## src/rtl/aam_pkg.sv

```systemverilog
// aam_pkg: shared types, constants and helpers for the angle-axis to
// rotation matrix core. No dependencies.
`timescale 1ns / 1ps
package aam_pkg;

  localparam int ANGLE_FRAC_BITS_DEF  = 28;
  localparam int MATRIX_FRAC_BITS_DEF = 30;

  // internal fixed point: 30 fraction bits
  localparam logic signed [63:0] QONE       = 64'sh0000_0000_4000_0000;
  localparam logic signed [31:0] TWO_PI_Q28 = 32'sh6487_ED51;
  localparam logic [63:0]        INV_TWO_PI = 64'h28BE_60DB_9391_054A;

  localparam int               LIMIT_W     = 29;
  localparam logic [LIMIT_W-1:0] LIMIT_RESET = 29'd26844;

  // register index of small_angle_limit
  localparam logic [2:0] REG_SMALL_ANGLE_LIMIT = 3'd0;

  // root cell payload
  typedef struct packed {
    logic [33:0] rem;
    logic [63:0] rad;
    logic [31:0] root;
  } sq_t;

  // divider cell payload
  typedef struct packed {
    logic [31:0] rem;
    logic [30:0] low;
    logic [30:0] q;
    logic [31:0] d;
    logic        neg;
    logic        zero;
  } dv_t;

  // series cell payload
  typedef struct packed {
    logic signed [31:0] x2;
    logic signed [33:0] t;
  } hc_t;

  // shift right by 30, half away from zero
  function automatic logic signed [63:0] rnd30(input logic signed [63:0] v);
    logic [63:0] mg;
    mg = v[63] ? 64'(-v) : 64'(v);
    mg = (mg + 64'h2000_0000) >> 30;
    return v[63] ? -$signed(mg) : $signed(mg);
  endfunction

endpackage

```

## src/rtl/aam_horner_cell.sv

```systemverilog
// aam_horner_cell: one series step t' = 1 - trunc(round(x2*t) / D), four stages.
// Depends on aam_pkg.
`timescale 1ns / 1ps
module aam_horner_cell #(
  parameter int D = 2
) (
  input  logic         clk,
  input  logic         en,
  input  aam_pkg::hc_t din,
  output aam_pkg::hc_t dout
);
  import aam_pkg::*;

  // floor(2^32 / D): off by at most one, fixed in the last stage
  localparam logic [63:0] RECIP = (64'd1 << 32) / D;

  logic signed [63:0] p1;
  logic signed [31:0] x2_1, x2_2, x2_3;
  logic [31:0]        mg2, mg3;
  logic               neg2, neg3;
  logic [63:0]        p3;
  logic signed [63:0] r2;
  logic [31:0]        q0, rm, q;

  assign r2 = rnd30(p1);
  assign q0 = p3[63:32];
  assign rm = mg3 - 32'(q0 * 32'(D));
  assign q  = (rm >= 32'(D)) ? q0 + 32'd1 : q0;

  always_ff @(posedge clk) begin
    if (en) begin
      p1   <= din.x2 * din.t;
      x2_1 <= din.x2;
      mg2  <= r2[63] ? 32'(-r2) : 32'(r2);
      neg2 <= r2[63];
      x2_2 <= x2_1;
      p3   <= 64'(mg2) * RECIP;
      mg3  <= mg2;
      neg3 <= neg2;
      x2_3 <= x2_2;
      dout.x2 <= x2_3;
      dout.t  <= neg3 ? 34'(QONE) + 34'(q) : 34'(QONE) - 34'(q);
    end
  end
endmodule

```

## config.mk

```make
export PLATFORM = sky130hd
export DESIGN_NAME = aam_horner_cell
export DESIGN_NICKNAME = d
export VERILOG_FILES = /design/src/rtl/aam_pkg.sv /design/src/rtl/aam_horner_cell.sv
export SDC_FILE = /design/constraint.sdc
export NUM_CORES = 2
export LEC_CHECK = 0
export ABC_AREA = 1
export BUFFER_PORTS_ARGS = -buffer_cell sky130_fd_sc_hd__buf_2
export CORE_MARGIN = 1
export CORE_UTILIZATION = 56
export DETAILED_ROUTE_END_ITERATION = 12
export HOLD_SLACK_MARGIN = 0.12
export MAX_ROUTING_LAYER = met4
export PLACE_DENSITY = 0.86
export SYNTH_ARGS = -nofsm -noshare
export SYNTH_HDL_FRONTEND = slang
export SYNTH_SLANG_ARGS = --single-unit
```

## constraint.sdc

```tcl
create_clock -name clk -period 8.2 [get_ports clk]
set_clock_uncertainty 0.15 [all_clocks]
set_input_delay 0.41 -clock clk [delete_from_list [all_inputs] [get_ports clk]]
set_output_delay 0.41 -clock clk [all_outputs]
set_load 0.01 [all_outputs]
```

==> metrics.yaml <==
grt:
  grt_pass1_vias: 44109
  grt_first_pass_wirelength_um: 224000
  antenna_found_initial: 3
  grt_max_degree: 158
  globalRouteOverflowTotal: 0
  grt_usage: 0.300
setup_path:
  setup.worst_path.start: "din[41]"
  slowest_stage: "fa_1"
  max_stage_delay_ns: 0.55
  worstPathMaxFanout: 19
  critPathArrivalTime_ns: 8.09
  critPathRequiredTime_ns: 8.41
  crit_type: "primary input to flip-flop"
  worstSetupEndpointType: "flip-flop"
  start_kind: "primary input"
  r2r-start: "p1[4]"
  r2r_cells: 22
  crit_top_cell: "fa_1"
final_layout:
  ff_latch_area_um2: 8710
  multi_input_area_um2: 36600
  drive_gt1_frac: 0.0804
  syn_to_final_growth_pct: 7.87
  postLayoutCoreUtil: 0.613
  num-fill-cells: 7582
  final_cells: 7748
  fin_nets: 7847
logic_synthesis:
  yosysMostFrequentCell: "inv_1"
  synth_area_leaders: "fa_1, edfxtp_1, inv_1"
  synthCells: 6351
  synth_common_cells: "inv_1, nand2_1, fa_1"
  ys_warn_count: 0
  synthArstFlopShare: 0
  synth_edf_count: 290
  avgSynthCellArea_um2: 8.40
  synth_nets: 7730
  seq_area_frac_synth: 0.163
  synthFlopType: "edfxtp_1"
  netlist.area_leader.share: 0.421
  syn_area_um2: 53400
  synthDistinctLibCells: 51
  ys_ff_latch: 290
  yosysTopAreaCell: "fa_1"
die:
  core.rowCount: 112
  num_io_pins: 134
  fp.dieW_um: 311
  die_h_um: 311
  start_util: 0.568
  coreArea_um2: 93900
  die_area_um2: 96500
clock_tree:
  tritoncts: "done"
  cts_buffer_depth: 3
  postCtsSetupBuffers: 0
  h-tree-depth: 1
  clock_latency_ns: 0.63
  cts-root-buf: "clkbuf_16"
  numCtsBuffers: 31
  cts.sinks: 290
  clkSlewWorstSetupHoldPaths_ns: 0.06
sta:
  relSlewSlack: 0.377
  fin_crit_ns: 7.88
  max_freq_mhz: 127
  setup_violations: 0
  slew_violations: 0
  period_share: 0.961
  hold_viol_final: 0
  max_slew.worst_pin.slew_ns: 0.931
  tns_ns: 0
min_path:
  worst_hold_path_type: "primary input to flip-flop"
  min_from: "din[58]"
  min_path_cells: 1
placement:
  gp_congestion: 0.965
  io_buffers: 133
  dp_hpwl_um: 115000
  dp_cells: 7673
drt:
  route.detailed.drc: 0
  firstDrtPassIters: 8
  drt_iter0_markers: 3528
  wl_um: 136000
  ant_nets: 0
  wire_per_inst_um: 17.5
  viasPerCell: 5.29
  num_vias: 40962
status:
  status: "finished, final reports clean"
flow_run:
  max-cap-violations: 0
==> flip-flops by register name, indices dropped and copies added, names as in the netlist <==
signal and count:
neg3 1, mg3 31, neg2 1, x2_3 32
x2_2 32, mg2 31, dout 66, p1 64
x2_1 32
==> layout by cell type, fill, tap and decap left out, types with 5 or more instances in the layout <==
cell,count
clkinvlp_4,7
clkbuf_16,31
buf_12,23
a31oi_1,26
nor4_1,6
o31ai_1,6
buf_2,129
o21ai_1,11
nor2_1,303
nand3b_1,13
buf_4,156
nand3_2,14
nand2_1,1618
clkinv_1,7
o21a_1,5
a21oi_2,7
ha_1,189
nand4_1,22
inv_1,1897
or2_2,9
nand2_4,8
nor3_1,19
nand2_2,44
edfxtp_1,290
o21ai_2,5
fa_1,1121
inv_2,17
xnor2_1,59
a21oi_1,87
nor2_2,31
nand3_1,116
o21ai_0,45
xor2_1,87
dlygate4sd3_1,16
nor2_4,9
==> per-layer routing <==
metal,track usage,vias up,part of all wire
met4,0.146,0,0.056
met3,0.0434,518,0.088
met1,0.364,20178,0.37
met2,0.493,2072,0.48
met5,-,-,0
li1,-,18194,-
==> critical path: cells and delay by family <==
kind                     cells  cell delay [ns]
buffers and inverters        9             1.45
AND/OR/NAND/NOR              3             0.20
adder cells (fa/ha/maj)      9             4.39
XOR/XNOR                     1             0.09
AO/OA/AOI/OAI                8             1.55
==> timing repair <==
item	4_1_cts	5_1_grt
hold buffers	16	0
hold endpoints to repair	34	0
setup endpoints to repair	0	17
gates resized for setup	0	25
==> final timing paths <==
kind,to,slack [ns]
min reg2reg,x2_3[21],0.26
max,p1[56],0.32
max reg2reg,mg2[12],3.52
min,x2_1[24],0.16
==> layout make-up <==
class                           count  share of cell area
Antenna cell                        1           0.0000435
Clock buffer                       33              0.0136
Clock inverter                     25             0.00426
Inverter                         1917               0.125
Multi-Input combinational cell   3898               0.635
Sequential cell                   290               0.151
Tap cell                         1254              0.0273
Timing Repair Buffer              330              0.0434
==> cells by family (layout without fill, tap and decap cells) <==
kind of cell,Yosys count,in the layout,share of synthesized area
buf+inv,2163,2305,0.153
other cells,0,1,0
simple gates,2224,2224,0.171
compound gates,217,217,0.0237
flops,290,290,0.163
xor+xnor,146,146,0.0240
fa+ha+maj,1311,1311,0.465
==> stage by stage <==
| step | area [µm²] | setup slack [ns] | hold WS [ns] |
|---|---|---|---|
| finish | 57600 | 0.319 | 0.165 |
| CTS | 57500 | 0.0295 | 0.125 |
| floorplan | 53400 | 0.328 | 0.250 |
| global placement | 56300 | -0.0918 | 0.250 |
| global route | 57600 | -0.0177 | 0.147 |
| detailed placement | 56300 | -0.244 | 0.255 |
Power is left out: the tool's default activity adds up to more than one toggle a clock period on the data nets, which glitch-free logic cannot reach.
