[src/rtl/aam_pkg.sv]
// aam_pkg: shared types, constants and helpers for the angle-axis to
// rotation matrix core. No dependencies.
`timescale 1ns / 1ps
package aam_pkg;

  localparam int ANGLE_FRAC_BITS_DEF  = 28;
  localparam int MATRIX_FRAC_BITS_DEF = 30;

  // internal fixed point: 30 fraction bits
  localparam logic signed [63:0] QONE       = 64'sh0000_0000_4000_0000;
  localparam logic signed [31:0] TWO_PI_Q28 = 32'sh6487_ED51;
  localparam logic [63:0]        INV_TWO_PI = 64'h28BE_60DB_9391_054A;

  localparam int               LIMIT_W     = 29;
  localparam logic [LIMIT_W-1:0] LIMIT_RESET = 29'd26844;

  // register index of small_angle_limit
  localparam logic [2:0] REG_SMALL_ANGLE_LIMIT = 3'd0;

  // root cell payload
  typedef struct packed {
    logic [33:0] rem;
    logic [63:0] rad;
    logic [31:0] root;
  } sq_t;

  // divider cell payload
  typedef struct packed {
    logic [31:0] rem;
    logic [30:0] low;
    logic [30:0] q;
    logic [31:0] d;
    logic        neg;
    logic        zero;
  } dv_t;

  // series cell payload
  typedef struct packed {
    logic signed [31:0] x2;
    logic signed [33:0] t;
  } hc_t;

  // shift right by 30, half away from zero
  function automatic logic signed [63:0] rnd30(input logic signed [63:0] v);
    logic [63:0] mg;
    mg = v[63] ? 64'(-v) : 64'(v);
    mg = (mg + 64'h2000_0000) >> 30;
    return v[63] ? -$signed(mg) : $signed(mg);
  endfunction

endpackage

[src/rtl/aam_sqrt_cell.sv]
// aam_sqrt_cell: one digit of the integer square root (two radicand bits).
// Depends on aam_pkg.
`timescale 1ns / 1ps
module aam_sqrt_cell (
  input  logic         clk,
  input  logic         en,
  input  aam_pkg::sq_t din,
  output aam_pkg::sq_t dout
);
  import aam_pkg::*;

  logic [35:0] cur, trial;

  assign cur   = {din.rem, din.rad[63:62]};
  assign trial = {2'b00, din.root, 2'b01};

  always_ff @(posedge clk) begin
    if (en) begin
      dout.rad <= din.rad << 2;
      if (cur >= trial) begin
        dout.rem  <= 34'(cur - trial);
        dout.root <= {din.root[30:0], 1'b1};
      end else begin
        dout.rem  <= cur[33:0];
        dout.root <= {din.root[30:0], 1'b0};
      end
    end
  end
endmodule

[config.mk]
export PLATFORM = sky130hd
export DESIGN_NAME = aam_sqrt_cell
export DESIGN_NICKNAME = d
export VERILOG_FILES = /design/src/rtl/aam_pkg.sv /design/src/rtl/aam_sqrt_cell.sv
export SDC_FILE = /design/constraint.sdc
export NUM_CORES = 1
export LEC_CHECK = 0
export BUFFER_PORTS_ARGS = -buffer_cell sky130_fd_sc_hd__buf_4
export CAP_MARGIN = 20
export CORE_MARGIN = 2
export CORE_UTILIZATION = 49
export DETAILED_ROUTE_END_ITERATION = 6
export PLACE_DENSITY = 0.79
export SYNTH_ARGS = -nofsm -noshare
export SYNTH_HDL_FRONTEND = slang
export SYNTH_SLANG_ARGS = --single-unit
[constraint.sdc]
create_clock -name clk -period 4.1 [get_ports clk]
set_clock_uncertainty 0.1 [all_clocks]
set_input_delay 0.82 -clock clk [delete_from_list [all_inputs] [get_ports clk]]
set_output_delay 0.82 -clock clk [all_outputs]
set_load 0.005 [all_outputs]
==> results of run 1 <==
area by class of cell:
| cell class | count | area, um^2 | area share (%) |
|---|---|---|---|
| Inverter | 43 | 163 | 1.81 |
| Timing Repair Buffer | 262 | 1990 | 22.1 |
| Multi-Input combinational cell | 321 | 2220 | 24.7 |
| Clock inverter | 14 | 133 | 1.47 |
| Tap cell | 172 | 215 | 2.39 |
| Clock buffer | 18 | 429 | 4.77 |
| Sequential cell | 128 | 3840 | 42.7 |
cell usage in the layout, fill, tap and decap left out, types with 3 or more instances in the layout:
cell and instances:
inv_1 42, o41ai_2 3, o21ai_0 41, nand2b_1 5, clkinvlp_4 6, and2_1 3
o31ai_1 4, nor2_1 18, nand2_1 58, ha_1 34, mux2i_1 4, and3_2 3
nand3_1 6, xor2_1 13, inv_6 4, nand4_1 6, clkbuf_16 17, a31oi_1 4
o21ai_1 4, nor3_1 10, a21oi_1 28, edfxtp_1 128, a21o_1 19, buf_4 260
xnor2_1 14
worst min path at each step:
stage / from / to / slack, ns / depth (start not counted)
finish: din[63] / dout[65]$_DFFE_PP_ / 0.47 / 1
floorplan: din[9] / dout[10]$_DFFE_PP_ / 0.82 / 0
detailed placement: din[48] / dout[50]$_DFFE_PP_ / 0.90 / 1
global placement: din[84] / dout[86]$_DFFE_PP_ / 0.90 / 1
global route: din[46] / dout[48]$_DFFE_PP_ / 0.45 / 1
CTS: din[63] / dout[65]$_DFFE_PP_ / 0.45 / 1
cell usage after synthesis, types with 5 or more instances:
| cell | n | area, um^2 |
|---|---|---|
| xnor2_1 | 14 | 123 |
| nand3_1 | 6 | 30.0 |
| nor3_1 | 10 | 50.1 |
| ha_1 | 34 | 425 |
| nand4_1 | 6 | 37.5 |
| nor2_1 | 18 | 67.6 |
| xor2_1 | 13 | 114 |
| a21oi_1 | 28 | 140 |
| nand2_1 | 58 | 218 |
| o21ai_0 | 41 | 205 |
| inv_1 | 42 | 158 |
| nand2b_1 | 5 | 31.3 |
| a21o_1 | 19 | 143 |
| edfxtp_1 | 128 | 3840 |
| buf_2 | 6 | 30.0 |
power breakdown:
group | switching, uW | total, uW | internal (uW)
registers | 40.9 | 1640 | 1600
clock network | 592 | 1430 | 839
logic | 369 | 757 | 388
total | 1000 | 3830 | 2830
per-layer routing:
metal / vias to the layer above / global-route usage [%]
li1: 2403 / -
met1: 2443 / 30.5
met2: 219 / 46.0
met3: 20 / 11.5
met4: 0 / 7.61
met5: - / 0
critical path: cells and delay by family:
family | cells | cell delay, ns
AOI/OAI and AO/OA | 6 | 1.41
muxes | 2 | 0.47
adders and majority gates | 1 | 0.38
buffers and inverters | 2 | 0.13
logic make-up (layout without fill, tap and decap cells):
| group | Yosys count | after routing | synth area share [%] |
|---|---|---|---|
| AOI/OAI and AO/OA | 133 | 133 | 14.8 |
| muxes | 5 | 5 | 0.872 |
| xor gates and xnor gates | 27 | 27 | 3.74 |
| other | 1 | 2 | 0.0594 |
| adders and majority gates | 34 | 34 | 6.74 |
| DFF | 128 | 128 | 60.9 |
| and+or+nand+nor | 120 | 120 | 8.88 |
| buffers and inverters | 59 | 337 | 4.08 |
stage by stage:
step	power (uW)	instance area (um^2)	setup slack (ns)	cells	utilization, %
floorplan	2000	6320	0.921	508	-
global placement	2400	8400	0.571	925	66.6
detailed placement	2420	8400	0.492	925	66.6
CTS	3860	8960	0.960	957	71.0
global route	3980	8990	0.617	958	71.3
finish	3830	8990	0.957	958	71.3
==> flow_summary.toml, run 1 <==
[outcome]
status = "completed"

[setup_path]
critical_path_class = "in2reg"
cp_max_fo = 7
crit_chain = "buf_4, inv_1, ha_1, a21o_1, a31o_1, a211oi_4, o211ai_2, a21bo_2, mux2i_1, o221ai_1, mux2_4"
crit_path_top_delay_cell = "ha_1"
end_kind = "flop"
crit_start = "din[9]"
endpoint = "dout[123]$_DFFE_PP_"
crit_required_ns = 4.17
max_stage_delay_ns = 0.38
cp.arrival_ns = 3.21
start_kind = "input port"

[finish]
largest-register = "dout"
area_growth_pct = 42.4
drive_gt1_share_pct = 40.2
antenna_cells = 0
largest_reg_flops = 128
largestRegisters = "dout x128"
fillCellCount = 913
fin_nets = 939

[yosys]
syn_avg_cell_area_um2 = 12.5
synth_cells = 507
synth-main-ff-cell = "edfxtp_1"
syn-cell-area_um2 = 6310
ys_warn_count = 0
ys_seq_area_share_pct = 60.9
synth_seq_cells = 128
synth_cell_type_count = 62
async_reset_ff_share_pct = 0
synth_edf_count = 128

[drt]
vias_per_cell = 5.31
wl_per_cell_um = 19.0
drtAntennaViolNets = 0
wl_met2_um = 9290
vias = 5085
drt-met1-wl_um = 6830
route.met3.wl_um = 1800
routed.top_layer = "met4"
drt-total-wl_um = 18200
dr.pass1.iters = 5
drtIter0Drc = 416
drc = 0

[cts]
cts_buffers = 17
cts_tree = "yes"
clkTransAtPathRegs_ns = 0.06
htree_levels = 4
post_cts_buffers = 0
ctsResizeCount = 0
numClockSinks = 128
clk_path_buf_depth = 2
hold_buffers = 0
cts_root_buf = "clkbuf_16"

[place]
gp_congestion = 0.864
port_buffers = 259
hpwl_um = 13600

[timing]
period_minus_slack_ns = 3.14
clock.fmax_mhz = 318
hold_viol_final = 0
worstMarginPinSlew_ns = 0.515
tns_ns = 0
grt_setup_unrepaired = "false"
setup_violations = 0
drv_slew = 0
period_share_pct = 76.6
fin_hold_ws_ns = 0.471
relSlewSlack_pct = 65.3

[floorplan]
num_io_pins = 262
std_cell_rows = 41
die_x_um = 118
core-area_um2 = 12600
die_area_um2 = 13800
die_h_um = 118
start_util_pct = 50.0

[global_route]
grt_antenna_before_repair = 0
grt_use_total_pct = 26.8
overflow = 0
grt_start_max_net_pins = 129
grt_pass1_wl_um = 28200
first_global_vias = 4994

[pwr]
p_per_area_nw_per_um2 = 426
leakage_uw = 0.00395
vdd_drop_max_mv = 0.293

[flow_run]
max_cap_violations = 0

[hold_path]
hold_class = "in2reg"
(Power assumes the default switching activity.)
==> run 2: changes to the inputs <==
ABC_AREA = 1   (was not set)
CORE_UTILIZATION = 50   (was 49)
clock period = 2.9 ns   (was 4.1 ns; I/O delays follow)
==> run 2 against run 1 <==
Compared with the run above:
- critical path depth up 5
- sequential power up 41%
- die area up 6.8%
- power up 45%
- critical endpoint is now dout[113]$_DFFE_PP_
==> flow_summary.toml, run 2 <==
[pwr]
leakage_uw = 0.00488
vdd_drop_max_mv = 0.331
fin_total_pwr_uw = 5550
p_per_area_nw_per_um2 = 574

[drt]
vias = 6095
wl_per_cell_um = 16.8
drc = 0
drt-total-wl_um = 20900
drtAntennaViolNets = 0
vias_per_cell = 4.91
dr.pass1.iters = 5
drtIter0Drc = 564

[cts]
hold_buffers = 0
numClockSinks = 128
clk_path_buf_depth = 2
htree_levels = 4
post_cts_buffers = 0
cts_root_buf = "clkbuf_16"
clkTransAtPathRegs_ns = 0.06
ctsResizeCount = 0
cts_tree = "yes"
cts_buffers = 17

[place]
gp_congestion = 0.979
hpwl_um = 16000
port_buffers = 259

[yosys]
ys_warn_count = 0
synthTopCellsByCount = "288 x nand2_1, 139 x inv_1, 128 x edfxtp_1, 49 x nor2_1, 38 x nand3_1"
synth-main-ff-cell = "edfxtp_1"
synth_top_cell_by_area = "edfxtp_1"
synthTopCellsByArea = "edfxtp_1 56%, nand2_1 16%, inv_1 7.6%"
ys_seq_area_share_pct = 55.7
synth_seq_cells = 128
synth_edf_count = 128
synth_cell_type_count = 25
async_reset_ff_share_pct = 0
syn-cell-area_um2 = 6900
netlist.area_leader.share_pct = 55.7
syn_avg_cell_area_um2 = 8.90
yosysMostFrequentCell = "nand2_1"
synth_cells = 775

[finish]
fillCellCount = 1036
fin_nets = 1220
area_growth_pct = 40.0
final_cell_mix = "288 x nand2_1, 264 x buf_4, 139 x inv_1"
multi_input_area_um2 = 2460
register_area_um2 = 3840
antenna_cells = 0
largestRegisters = "dout x128"
largest_reg_flops = 128
drive_gt1_share_pct = 29.2
layout_commonest_cell = "nand2_1"
largest-register = "dout"

[global_route]
overflow = 0
grt_start_max_net_pins = 55
grt_pass1_wl_um = 31200
first_global_vias = 5825
grt_antenna_before_repair = 0
grt_use_total_pct = 28.4

[timing]
drv_slew = 0
hold_viol_final = 0
setup_violations = 0
tns_ns = 0
grt_setup_unrepaired = "false"
period_share_pct = 81.1
clock.fmax_mhz = 425
period_minus_slack_ns = 2.35

[hold_path]
hold_path_depth = 1
hold_class = "in2reg"

[floorplan]
start_util_pct = 51.7
die_x_um = 121
core-area_um2 = 13300
std_cell_rows = 42
num_io_pins = 262
die_h_um = 121
die_area_um2 = 14800

[setup_path]
start_kind = "input port"
cp_max_fo = 33
critical_path_class = "in2reg"
cp.arrival_ns = 2.55
end_kind = "flop"
crit_required_ns = 3.10

[outcome]
status = "completed"

[flow_run]
max_cap_violations = 0
run 2: changes by cell type after synthesis, moves of 5 or more:
cell,change
xnor2_1,-11
nand3_1,+32
nand2b_1,-5
a21o_1,-19
buf_2,-6
inv_1,+97
nor2_1,+31
nor3_1,-7
nor2_2,+8
o21ai_0,-28
nand2_1,+230
run 2: kinds of logic after synthesis:
group,Yosys count,share of synthesized area [%]
AOI/OAI and AO/OA,42,3.21
xor gates and xnor gates,18,2.29
adders and majority gates,34,6.17
buffers and inverters,148,8.69
DFF,128,55.7
other,1,0.0544
and+or+nand+nor,404,23.9
run 2: final cells by class:
type | count | share of cell area [%]
Clock buffer | 17 | 4.40
Clock inverter | 14 | 1.45
Inverter | 140 | 5.47
Multi-Input combinational cell | 500 | 25.5
Sequential cell | 128 | 39.8
Tap cell | 176 | 2.28
Timing Repair Buffer | 267 | 21.1
run 2: path summary, 6_finish.rpt:
check	from	end	slack, ns
setup / recovery	din[13]	dout[113]$_DFFE_PP_	0.55
hold / removal	din[61]	dout[63]$_DFFE_PP_	0.23
run 2: per-stage QoR:
stage          area, um^2  setup slack [ns]  util [%]  hold slack (ns)  cells
2_1_floorplan        6900             0.568         -            0.579    776
3_3_place_gp         9090             0.177      68.1            0.658   1211
3_5_place_dp         9090             0.114      68.1            0.659   1211
4_1_cts              9660             0.547      72.4            0.219   1242
5_1_grt              9660             0.240      72.4            0.220   1242
6_report             9660             0.548      72.4            0.229   1242
run 2: power breakdown:
group / internal, uW / switching [uW]
Sequential: 2260 / 53.5
Combinational: 541 / 607
Clock: 1250 / 831
Total: 4060 / 1490
run 2: worst max-delay path, cell delays in order:
cell,delay [ns]
buf_4,0.10
inv_1,0.04
ha_1,0.35
nand2_1,0.16
inv_1,0.05
nand2_1,0.06
nand2_1,0.10
nand2_1,0.08
nand2_1,0.08
a21oi_1,0.16
nand2_1,0.10
nand2_1,0.11
nand2_4,0.10
inv_4,0.29
nand2_1,0.11
nand2_1,0.07
run 2: per-layer routing:
layer | global-route usage [%] | routed length, um
met1 | 34.5 | 8370
met5 | 0 | 0
met3 | 8.74 | 1890
met4 | 9.99 | 519
met2 | 47.9 | 10100
