==> src/rtl/aam_pkg.sv <==
// aam_pkg: shared types, constants and helpers for the angle-axis to
// rotation matrix core. No dependencies.
`timescale 1ns / 1ps
package aam_pkg;

  localparam int ANGLE_FRAC_BITS_DEF  = 28;
  localparam int MATRIX_FRAC_BITS_DEF = 30;

  // internal fixed point: 30 fraction bits
  localparam logic signed [63:0] QONE       = 64'sh0000_0000_4000_0000;
  localparam logic signed [31:0] TWO_PI_Q28 = 32'sh6487_ED51;
  localparam logic [63:0]        INV_TWO_PI = 64'h28BE_60DB_9391_054A;

  localparam int               LIMIT_W     = 29;
  localparam logic [LIMIT_W-1:0] LIMIT_RESET = 29'd26844;

  // register index of small_angle_limit
  localparam logic [2:0] REG_SMALL_ANGLE_LIMIT = 3'd0;

  // root cell payload
  typedef struct packed {
    logic [33:0] rem;
    logic [63:0] rad;
    logic [31:0] root;
  } sq_t;

  // divider cell payload
  typedef struct packed {
    logic [31:0] rem;
    logic [30:0] low;
    logic [30:0] q;
    logic [31:0] d;
    logic        neg;
    logic        zero;
  } dv_t;

  // series cell payload
  typedef struct packed {
    logic signed [31:0] x2;
    logic signed [33:0] t;
  } hc_t;

  // shift right by 30, half away from zero
  function automatic logic signed [63:0] rnd30(input logic signed [63:0] v);
    logic [63:0] mg;
    mg = v[63] ? 64'(-v) : 64'(v);
    mg = (mg + 64'h2000_0000) >> 30;
    return v[63] ? -$signed(mg) : $signed(mg);
  endfunction

endpackage

==> src/rtl/aam_div_cell.sv <==
// aam_div_cell: one quotient bit of restoring division.
// Depends on aam_pkg.
`timescale 1ns / 1ps
module aam_div_cell (
  input  logic         clk,
  input  logic         en,
  input  aam_pkg::dv_t din,
  output aam_pkg::dv_t dout
);
  import aam_pkg::*;

  logic [32:0] cur;
  logic        take;

  assign cur  = {din.rem, din.low[30]};
  assign take = cur >= {1'b0, din.d};

  always_ff @(posedge clk) begin
    if (en) begin
      dout.rem  <= take ? 32'(cur - {1'b0, din.d}) : cur[31:0];
      dout.low  <= din.low << 1;
      dout.q    <= {din.q[29:0], take};
      dout.d    <= din.d;
      dout.neg  <= din.neg;
      dout.zero <= din.zero;
    end
  end
endmodule

==> config.mk <==
export PLATFORM = sky130hd
export DESIGN_NAME = aam_div_cell
export DESIGN_NICKNAME = d
export VERILOG_FILES = /design/src/rtl/aam_pkg.sv /design/src/rtl/aam_div_cell.sv
export SDC_FILE = /design/constraint.sdc
export NUM_CORES = 1
export LEC_CHECK = 0
export ABC_AREA = 1
export BUFFER_PORTS_ARGS = -buffer_cell sky130_fd_sc_hd__buf_2
export CELL_PAD_IN_SITES_DETAIL_PLACEMENT = 1
export CELL_PAD_IN_SITES_GLOBAL_PLACEMENT = 2
export CORE_MARGIN = 2
export CORE_UTILIZATION = 29
export CTS_BUF_LIST = sky130_fd_sc_hd__clkbuf_4
export DETAILED_ROUTE_END_ITERATION = 8
export GPL_TIMING_DRIVEN = 0
export PLACE_DENSITY = 0.91
export RECOVER_POWER = 100
export SETUP_SLACK_MARGIN = 0.5
export SYNTH_ARGS = -nofsm -noshare
export SYNTH_HDL_FRONTEND = slang
export SYNTH_SLANG_ARGS = --single-unit
==> constraint.sdc <==
create_clock -name clk -period 2.09 [get_ports clk]
set_input_delay 0.1045 -clock clk [delete_from_list [all_inputs] [get_ports clk]]
set_output_delay 0.1045 -clock clk [all_outputs]
set_load 0.005 [all_outputs]
==> out/results.tsv, run 1 <==
stage	metric	value	unit
logic_synthesis	postSynthCellCount	781	
placed_design	place.port_buffers	255	
sta	final-max-slew-violation-count	0	
sta	post-route-min-period	1680	ps
critical_path	worstPathBufferInverterCount	4	
grt	antenna_found_initial	3	
floorplanning	initial_core_utilization	29.7	%
grt	global_route.overflow_total	0	
pwr	power.leakage	4.86	nW
logic_synthesis	synth_cell_type_count	31	
floorplanning	io_pins	258	
sta	timing.slew.headroom	35.8	%
critical_path	critical-path-slowest-cell	sky130_fd_sc_hd__ha_4	
pwr	power.density	641	nW/um^2
sta	hold_violations	0	
critical_path	cp_common_cell	sky130_fd_sc_hd__nand2_1	
clock_tree	post_cts_buffers	0	
detailed_routing	maxUsedRoutingLayer	met5	
finish	biggestRegsByFlops	dout (127)	
sta	layout_worst_path_cycle_share	80.4	%
placed_design	post-dp-hpwl	17500	um
logic_synthesis	synth.cell_area	7020	sq um
run	timing.max_cap.violations	0	
critical_path	critical_path.cell_chain	clkbuf_1, inv_6, ha_4, buf_6, nand2_1, nand2_1, nand2_1, nand2_1, nand2_1, nand3_1, nand2_1, nand2_1, nand2_4, nand2_8, buf_8, nand3_2, nand2_1	
finish	instances_no_fill	1517	
detailed_routing	drt_first_iter_violations	216	
detailed_routing	postRouteWirelength	24000	um
critical_path	critical_path.endpoint_type	flip-flop	
hold_path	hold_class	in2reg	
detailed_routing	met2RoutedLength	11800	um
logic_synthesis	syn-num-nets	944	
floorplanning	placement_rows	56	
finish	num-nets-final	1346	
detailed_routing	drt_first_pass_iters	4	
finish	largest_register	dout	
placed_design	placedCellCount	1356	
placed_design	gpl.final_weighted_congestion	0.818	
clock_tree	cts_tree	yes	
critical_path	max_stage_delay	210	ps
critical_path	cp_top_family	simple AND/OR/NAND/NOR gates	
logic_synthesis	sequential_to_total_area_share_from_yosys_stat	54.3	%
sta	timing.fmax	595	MHz
clock_tree	cts.reportedPaths.clkPinSlew	160	ps
detailed_routing	remaining_drc_errors	0	
floorplanning	fp.dieArea	25500	sq um
outcome	status	completed	
floorplanning	floorplan.core_area	23600	sq um
grt	first_global_vias	7084	
detailed_routing	wl_per_cell	15.8	um
grt	grt_max_degree	103	
detailed_routing	drt-met1-wl	10700	um
logic_synthesis	postSynthRegisterBits	127	
finish	post_route_cells_drive_above_1_share	22.5	%
clock_tree	clock_path_buffers	2	
sta	hold_slack	93.9	ps
critical_path	start_kind	input pin	
grt	track_usage	19.3	%
detailed_routing	vias_per_cell	4.28	
finish	flip_flop_count_of_the_largest_register_all_copies_and_words_added	127	
detailed_routing	via_count	6488	
clock_tree	ctsHtreeMaxLevel	4	
critical_path	critPathRequiredTime	2400	ps
logic_synthesis	synth_warnings	0	
floorplanning	die_h	160	um
detailed_routing	ant_nets	0	
sta	report.final.setup_viol	0	
sta	tightestPinTransition	963	ps
critical_path	critPathArrivalTime	1990	ps
critical_path	critical_path_class	in2reg	
clock_tree	cts_inserted_buffers	17	
floorplanning	die_w	160	um
clock_tree	cts.sinks	127	
pwr	max-vdd-ir-drop	0.292	mV
sta	finalSetupTns	0	ps
detailed_routing	met3RoutedLength	1120	um
clock_tree	cts-root-buf	sky130_fd_sc_hd__clkbuf_4	
critical_path	critical_path_fanout_max	10	
grt	wire_length_of_the_first_global_routing_pass	38400	um
logic_synthesis	syn_area_per_cell	8.99	sq um
sta	rsz0062_at_grt	false	
finish	areaGrowthSynthToFinish	50.9	%
==> layout make-up <==
class	instances	area, sq um
antenna	2	5.00
buffer	11	100
clock buffer	17	128
clock inverter	15	169
fill	2867	13000
inverter	152	576
multi-input combinational	491	2970
sequential	127	3810
tap	319	399
timing repair buffer	383	2430
==> stage by stage <==
stage | worst slack [ps] | area (sq um) | power [mW] | util, %
6_report | 410 | 10600 | 6.78 | 44.8
5_1_grt | 255 | 10600 | 7.18 | 44.8
4_1_cts | 579 | 10700 | 6.93 | 45.5
3_5_place_dp | -59.3 | 9180 | 4.80 | 38.9
3_3_place_gp | -528 | 9140 | 4.76 | 38.7
2_1_floorplan | 496 | 7470 | 4.09 | -
==> power breakdown <==
part	internal [mW]	total, mW	switching [mW]
combinational	0.763	1.71	0.951
clock	0.743	1.91	1.17
sequential	3.10	3.16	0.0635
==> cells by family after synthesis <==
family / share of synthesized area [%]
flip-flops: 54.3
AND/OR/NAND/NOR: 26.7
XOR/XNOR: 1.75
AO/OA/AOI/OAI: 1.75
other: 0.0534
adder cells (fa/ha/maj): 5.99
buffers and inverters: 9.39
==> cell usage in the layout (no fill, tap or decap), types with 3 or more instances in the layout <==
cell type and instances:
sky130_fd_sc_hd__nand3b_1 10, sky130_fd_sc_hd__nand2_2 13, sky130_fd_sc_hd__nand2_1 265, sky130_fd_sc_hd__a21oi_1 19
sky130_fd_sc_hd__dlygate4sd3_1 127, sky130_fd_sc_hd__inv_2 4, sky130_fd_sc_hd__ha_4 29, sky130_fd_sc_hd__nor2_1 31
sky130_fd_sc_hd__buf_6 4, sky130_fd_sc_hd__clkbuf_4 18, sky130_fd_sc_hd__nand3_2 17, sky130_fd_sc_hd__and2_1 8
sky130_fd_sc_hd__inv_1 147, sky130_fd_sc_hd__nor3_1 6, sky130_fd_sc_hd__clkbuf_1 110, sky130_fd_sc_hd__clkinvlp_4 4
sky130_fd_sc_hd__inv_6 7, sky130_fd_sc_hd__buf_2 147, sky130_fd_sc_hd__xor2_1 13, sky130_fd_sc_hd__ha_1 3
sky130_fd_sc_hd__nor2_2 7, sky130_fd_sc_hd__nand2_4 3, sky130_fd_sc_hd__nand3_1 51, sky130_fd_sc_hd__edfxtp_1 127
==> metal layers <==
layer / GRT usage, % / vias up
li1: - / 3290
met1: 23.8 / 2997
met2: 34.4 / 175
met3: 3.91 / 24
met4: 4.79 / 2
met5: 0 / -
==> path summary, 6_finish.rpt <==
check	cells after the start	from	slack (ps)	endpoint
worst max-delay path	17	din[4]	410	dout[122]
worst min-delay path	5	din[108]	90	dout[109]
==> Yosys cell counts (all sizes together) <==
library cell	count	share of area [%]
inv	152	8.1
buf	11	1.3
nand4	2	0.18
nand3b	10	1.1
and2	8	0.71
edfxtp	127	54
xor2	13	1.6
o21bai	1	0.11
or2	1	0.089
nand3	68	6.0
ha	32	5.7
conb	1	0.053
a21oi	21	1.5
o21ai	2	0.14
xnor2	1	0.12
nor3	8	0.71
nor2	40	2.4
fa	1	0.29
nand2	282	16
==> what timing repair did <==
| item | CTS | global route |
|---|---|---|
| resized for setup | 0 | 3 |
| hold endpoints to repair | 151 | 0 |
| hold buffers | 127 | 0 |
| setup endpoints to repair | 0 | 20 |
Note: power is estimated with default switching activity, not from simulation.
==> run 2, diff against run 1 <==
- CORE_UTILIZATION: 29 -> 27
- PLACE_DENSITY: 0.91 -> 0.9
- clock period: 2.09 -> 1.5 ns (I/O delays scaled with it)
==> run 2 against run 1 <==
  * Wire length up 4.8%
  * Combinational power up 70%
  * Non-clock buffer count up 39
  * Die area up 7.2%
  * Clock power up 37%
  * Clock-buffer cell count up 1
  * Hold slack better by 20 ps
  * Core utilization up 0.27 points
  * Critical path type unchanged
  * Critical endpoint is now dout[126]
  * Highest routed layer is now met4
==> out/results.tsv, run 2 (synthesis results as in run 1) <==
stage	metric	value	unit
placed_design	detailedPlace.worstSlack	-643	ps
sta	final-max-slew-violation-count	0	
outcome	status	completed	
finish	final_core_util	45.1	%
finish	areaGrowthSynthToFinish	65.6	%
detailed_routing	remaining_drc_errors	0	
critical_path	start_kind	input pin	
clock_tree	cts.reportedPaths.clkPinSlew	130	ps
sta	hold_violations	0	
sta	timing.fmax	723	MHz
hold_path	hold_class	in2reg	
clock_tree	cts-root-buf	sky130_fd_sc_hd__clkbuf_4	
finish	largest_register	dout	
finish	most-common-layout-cells	sky130_fd_sc_hd__nand2_1 (196), sky130_fd_sc_hd__clkbuf_1 (138), sky130_fd_sc_hd__edfxtp_1 (127)	
floorplanning	die_w	165	um
detailed_routing	via_count	6716	
critical_path	critical_path_class	in2reg	
detailed_routing	wl_per_cell	16.0	um
clock_tree	clock_path_buffers	2	
clock_tree	ctsHtreeMaxLevel	4	
sta	tightestPinTransition	1110	ps
critical_path	critPathArrivalTime	1710	ps
sta	finalWorstSetupSlack	117	ps
finish	fillCellCount	3053	
sta	post-route-min-period	1380	ps
floorplanning	placement_rows	59	
placed_design	place.port_buffers	255	
run	timing.max_cap.violations	0	
clock_tree	cts_inserted_buffers	17	
critical_path	max_stage_delay	280	ps
finish	flip_flop_count_of_the_largest_register_all_copies_and_words_added	127	
finish	num-nets-final	1385	
pwr	power.leakage	5.20	nW
floorplanning	initial_core_utilization	27.2	%
critical_path	critical-path-slowest-cell	sky130_fd_sc_hd__ha_4	
critical_path	critical_path.endpoint_type	flip-flop	
floorplanning	floorplan.core_area	25800	sq um
floorplanning	fp.dieArea	27300	sq um
sta	timing.slew.headroom	26.3	%
placed_design	gpl.final_weighted_congestion	0.833	
critical_path	cp_top_family	simple AND/OR/NAND/NOR gates	
detailed_routing	postRouteWirelength	25100	um
finish	instances_no_fill	1572	
sta	report.final.setup_viol	0	
placed_design	post-dp-hpwl	17500	um
grt	track_usage	18.2	%
grt	grt_max_degree	85	
grt	first_global_vias	7165	
grt	wire_length_of_the_first_global_routing_pass	37900	um
finish	biggestRegsByFlops	dout (127)	
grt	global_route.overflow_total	0	
critical_path	critPathRequiredTime	1830	ps
detailed_routing	vias_per_cell	4.27	
clock_tree	cts.sinks	127	
floorplanning	io_pins	258	
detailed_routing	drt_first_pass_iters	4	
critical_path	critical_path_fanout_max	7	
clock_tree	cts_tree	yes	
critical_path	critical_path.cell_chain	clkbuf_1, inv_1, ha_4, nand2_4, nor2_4, nand2_2, nor2_4, nand2_2, nand3_4, nor2_4, nand2_8, clkbuf_16, nand3_2, nand2_1	
sta	layout_worst_path_cycle_share	92.2	%
sta	rsz0062_at_grt	true	
detailed_routing	ant_nets	0	
placed_design	placedCellCount	1372	
grt	antenna_found_initial	2	
critical_path	cp_common_cell	sky130_fd_sc_hd__nor2_4	
critical_path	worstPathBufferInverterCount	3	
sta	hold_slack	114	ps
detailed_routing	drt_first_iter_violations	280	
pwr	power.density	855	nW/um^2
pwr	max-vdd-ir-drop	0.394	mV
floorplanning	die_h	165	um
finish	post_route_cells_drive_above_1_share	34.0	%
finish	mostFrequentLayoutCell	sky130_fd_sc_hd__nand2_1	
clock_tree	hold_buffers	126	
## run 2: changes by cell type in the layout (fill, tap and decap cells not counted), moves of 10 or more
cell / before / now
sky130_fd_sc_hd__nor2_1: 31 / 20
sky130_fd_sc_hd__inv_1: 147 / 112
sky130_fd_sc_hd__clkbuf_1: 110 / 138
sky130_fd_sc_hd__nand2_2: 13 / 54
sky130_fd_sc_hd__nand2_1: 265 / 196
sky130_fd_sc_hd__nor2_4: 2 / 12
sky130_fd_sc_hd__buf_4: 2 / 40
sky130_fd_sc_hd__nand2_4: 3 / 30
sky130_fd_sc_hd__buf_2: 147 / 113
sky130_fd_sc_hd__inv_2: 4 / 38
## run 2: per-stage QoR
stage / area, sq um / total power [mW] / TNS, ps
detailed placement: 9200 / 6.71 / -19210
finish: 11600 / 9.93 / 0
global placement: 9170 / 6.64 / -154990
floorplan: 7470 / 5.70 / -1780
global route: 11600 / 10.5 / 0
CTS: 11500 / 9.98 / 0
## run 2: cell type report
| type | instances | area [sq um] | share of cell area (%) |
|---|---|---|---|
| Sequential cell | 127 | 3810 | 32.8 |
| Multi-Input combinational cell | 491 | 3610 | 31.1 |
| Timing Repair Buffer | 422 | 2780 | 23.9 |
| Inverter | 152 | 578 | 4.97 |
| Tap cell | 335 | 419 | 3.61 |
| Clock inverter | 14 | 158 | 1.36 |
| Clock buffer | 18 | 135 | 1.16 |
| Buffer | 11 | 126 | 1.09 |
| Antenna cell | 2 | 5.00 | 0.0431 |
## run 2: power by group
group	switching, mW	leakage (nW)	total [mW]	internal [mW]
Sequential	0.0902	1.24	4.41	4.32
Clock	1.57	0.157	2.61	1.04
Combinational	1.58	3.80	2.91	1.33
## run 2: timing repair
item                                    4_1_cts  5_1_grt
pin swaps                                    19       39
gates cloned                                  2        1
endpoints found under the setup margin      160      160
gates resized for setup                     155       68
endpoints found under the hold margin       169       43
setup buffers                                26       11
## run 2: tightest hold or removal path: cells and delay by family
kind                       cells  cell delay [ps]
and+or+nand+nor                2              110
buffers and inverters          1              100
adders and majority gates      1              160
xor gates and xnor gates       1               70
## run 2: final timing paths
kind                  cells past startpoint     start  slack, ps   endpoint
worst max-delay path                     14   din[21]        120  dout[126]
worst min-delay path                      5  din[100]        110  dout[101]
## run 2: metal layers
layer / global-route usage (%) / share of wire (%) / vias to the layer above
met5: 0 / 0 / -
met2: 32.9 / 51 / 170
met1: 22.0 / 42 / 3162
met3: 3.60 / 5.5 / 21
li1: - / - / 3363
met4: 4.98 / 1.5 / 0
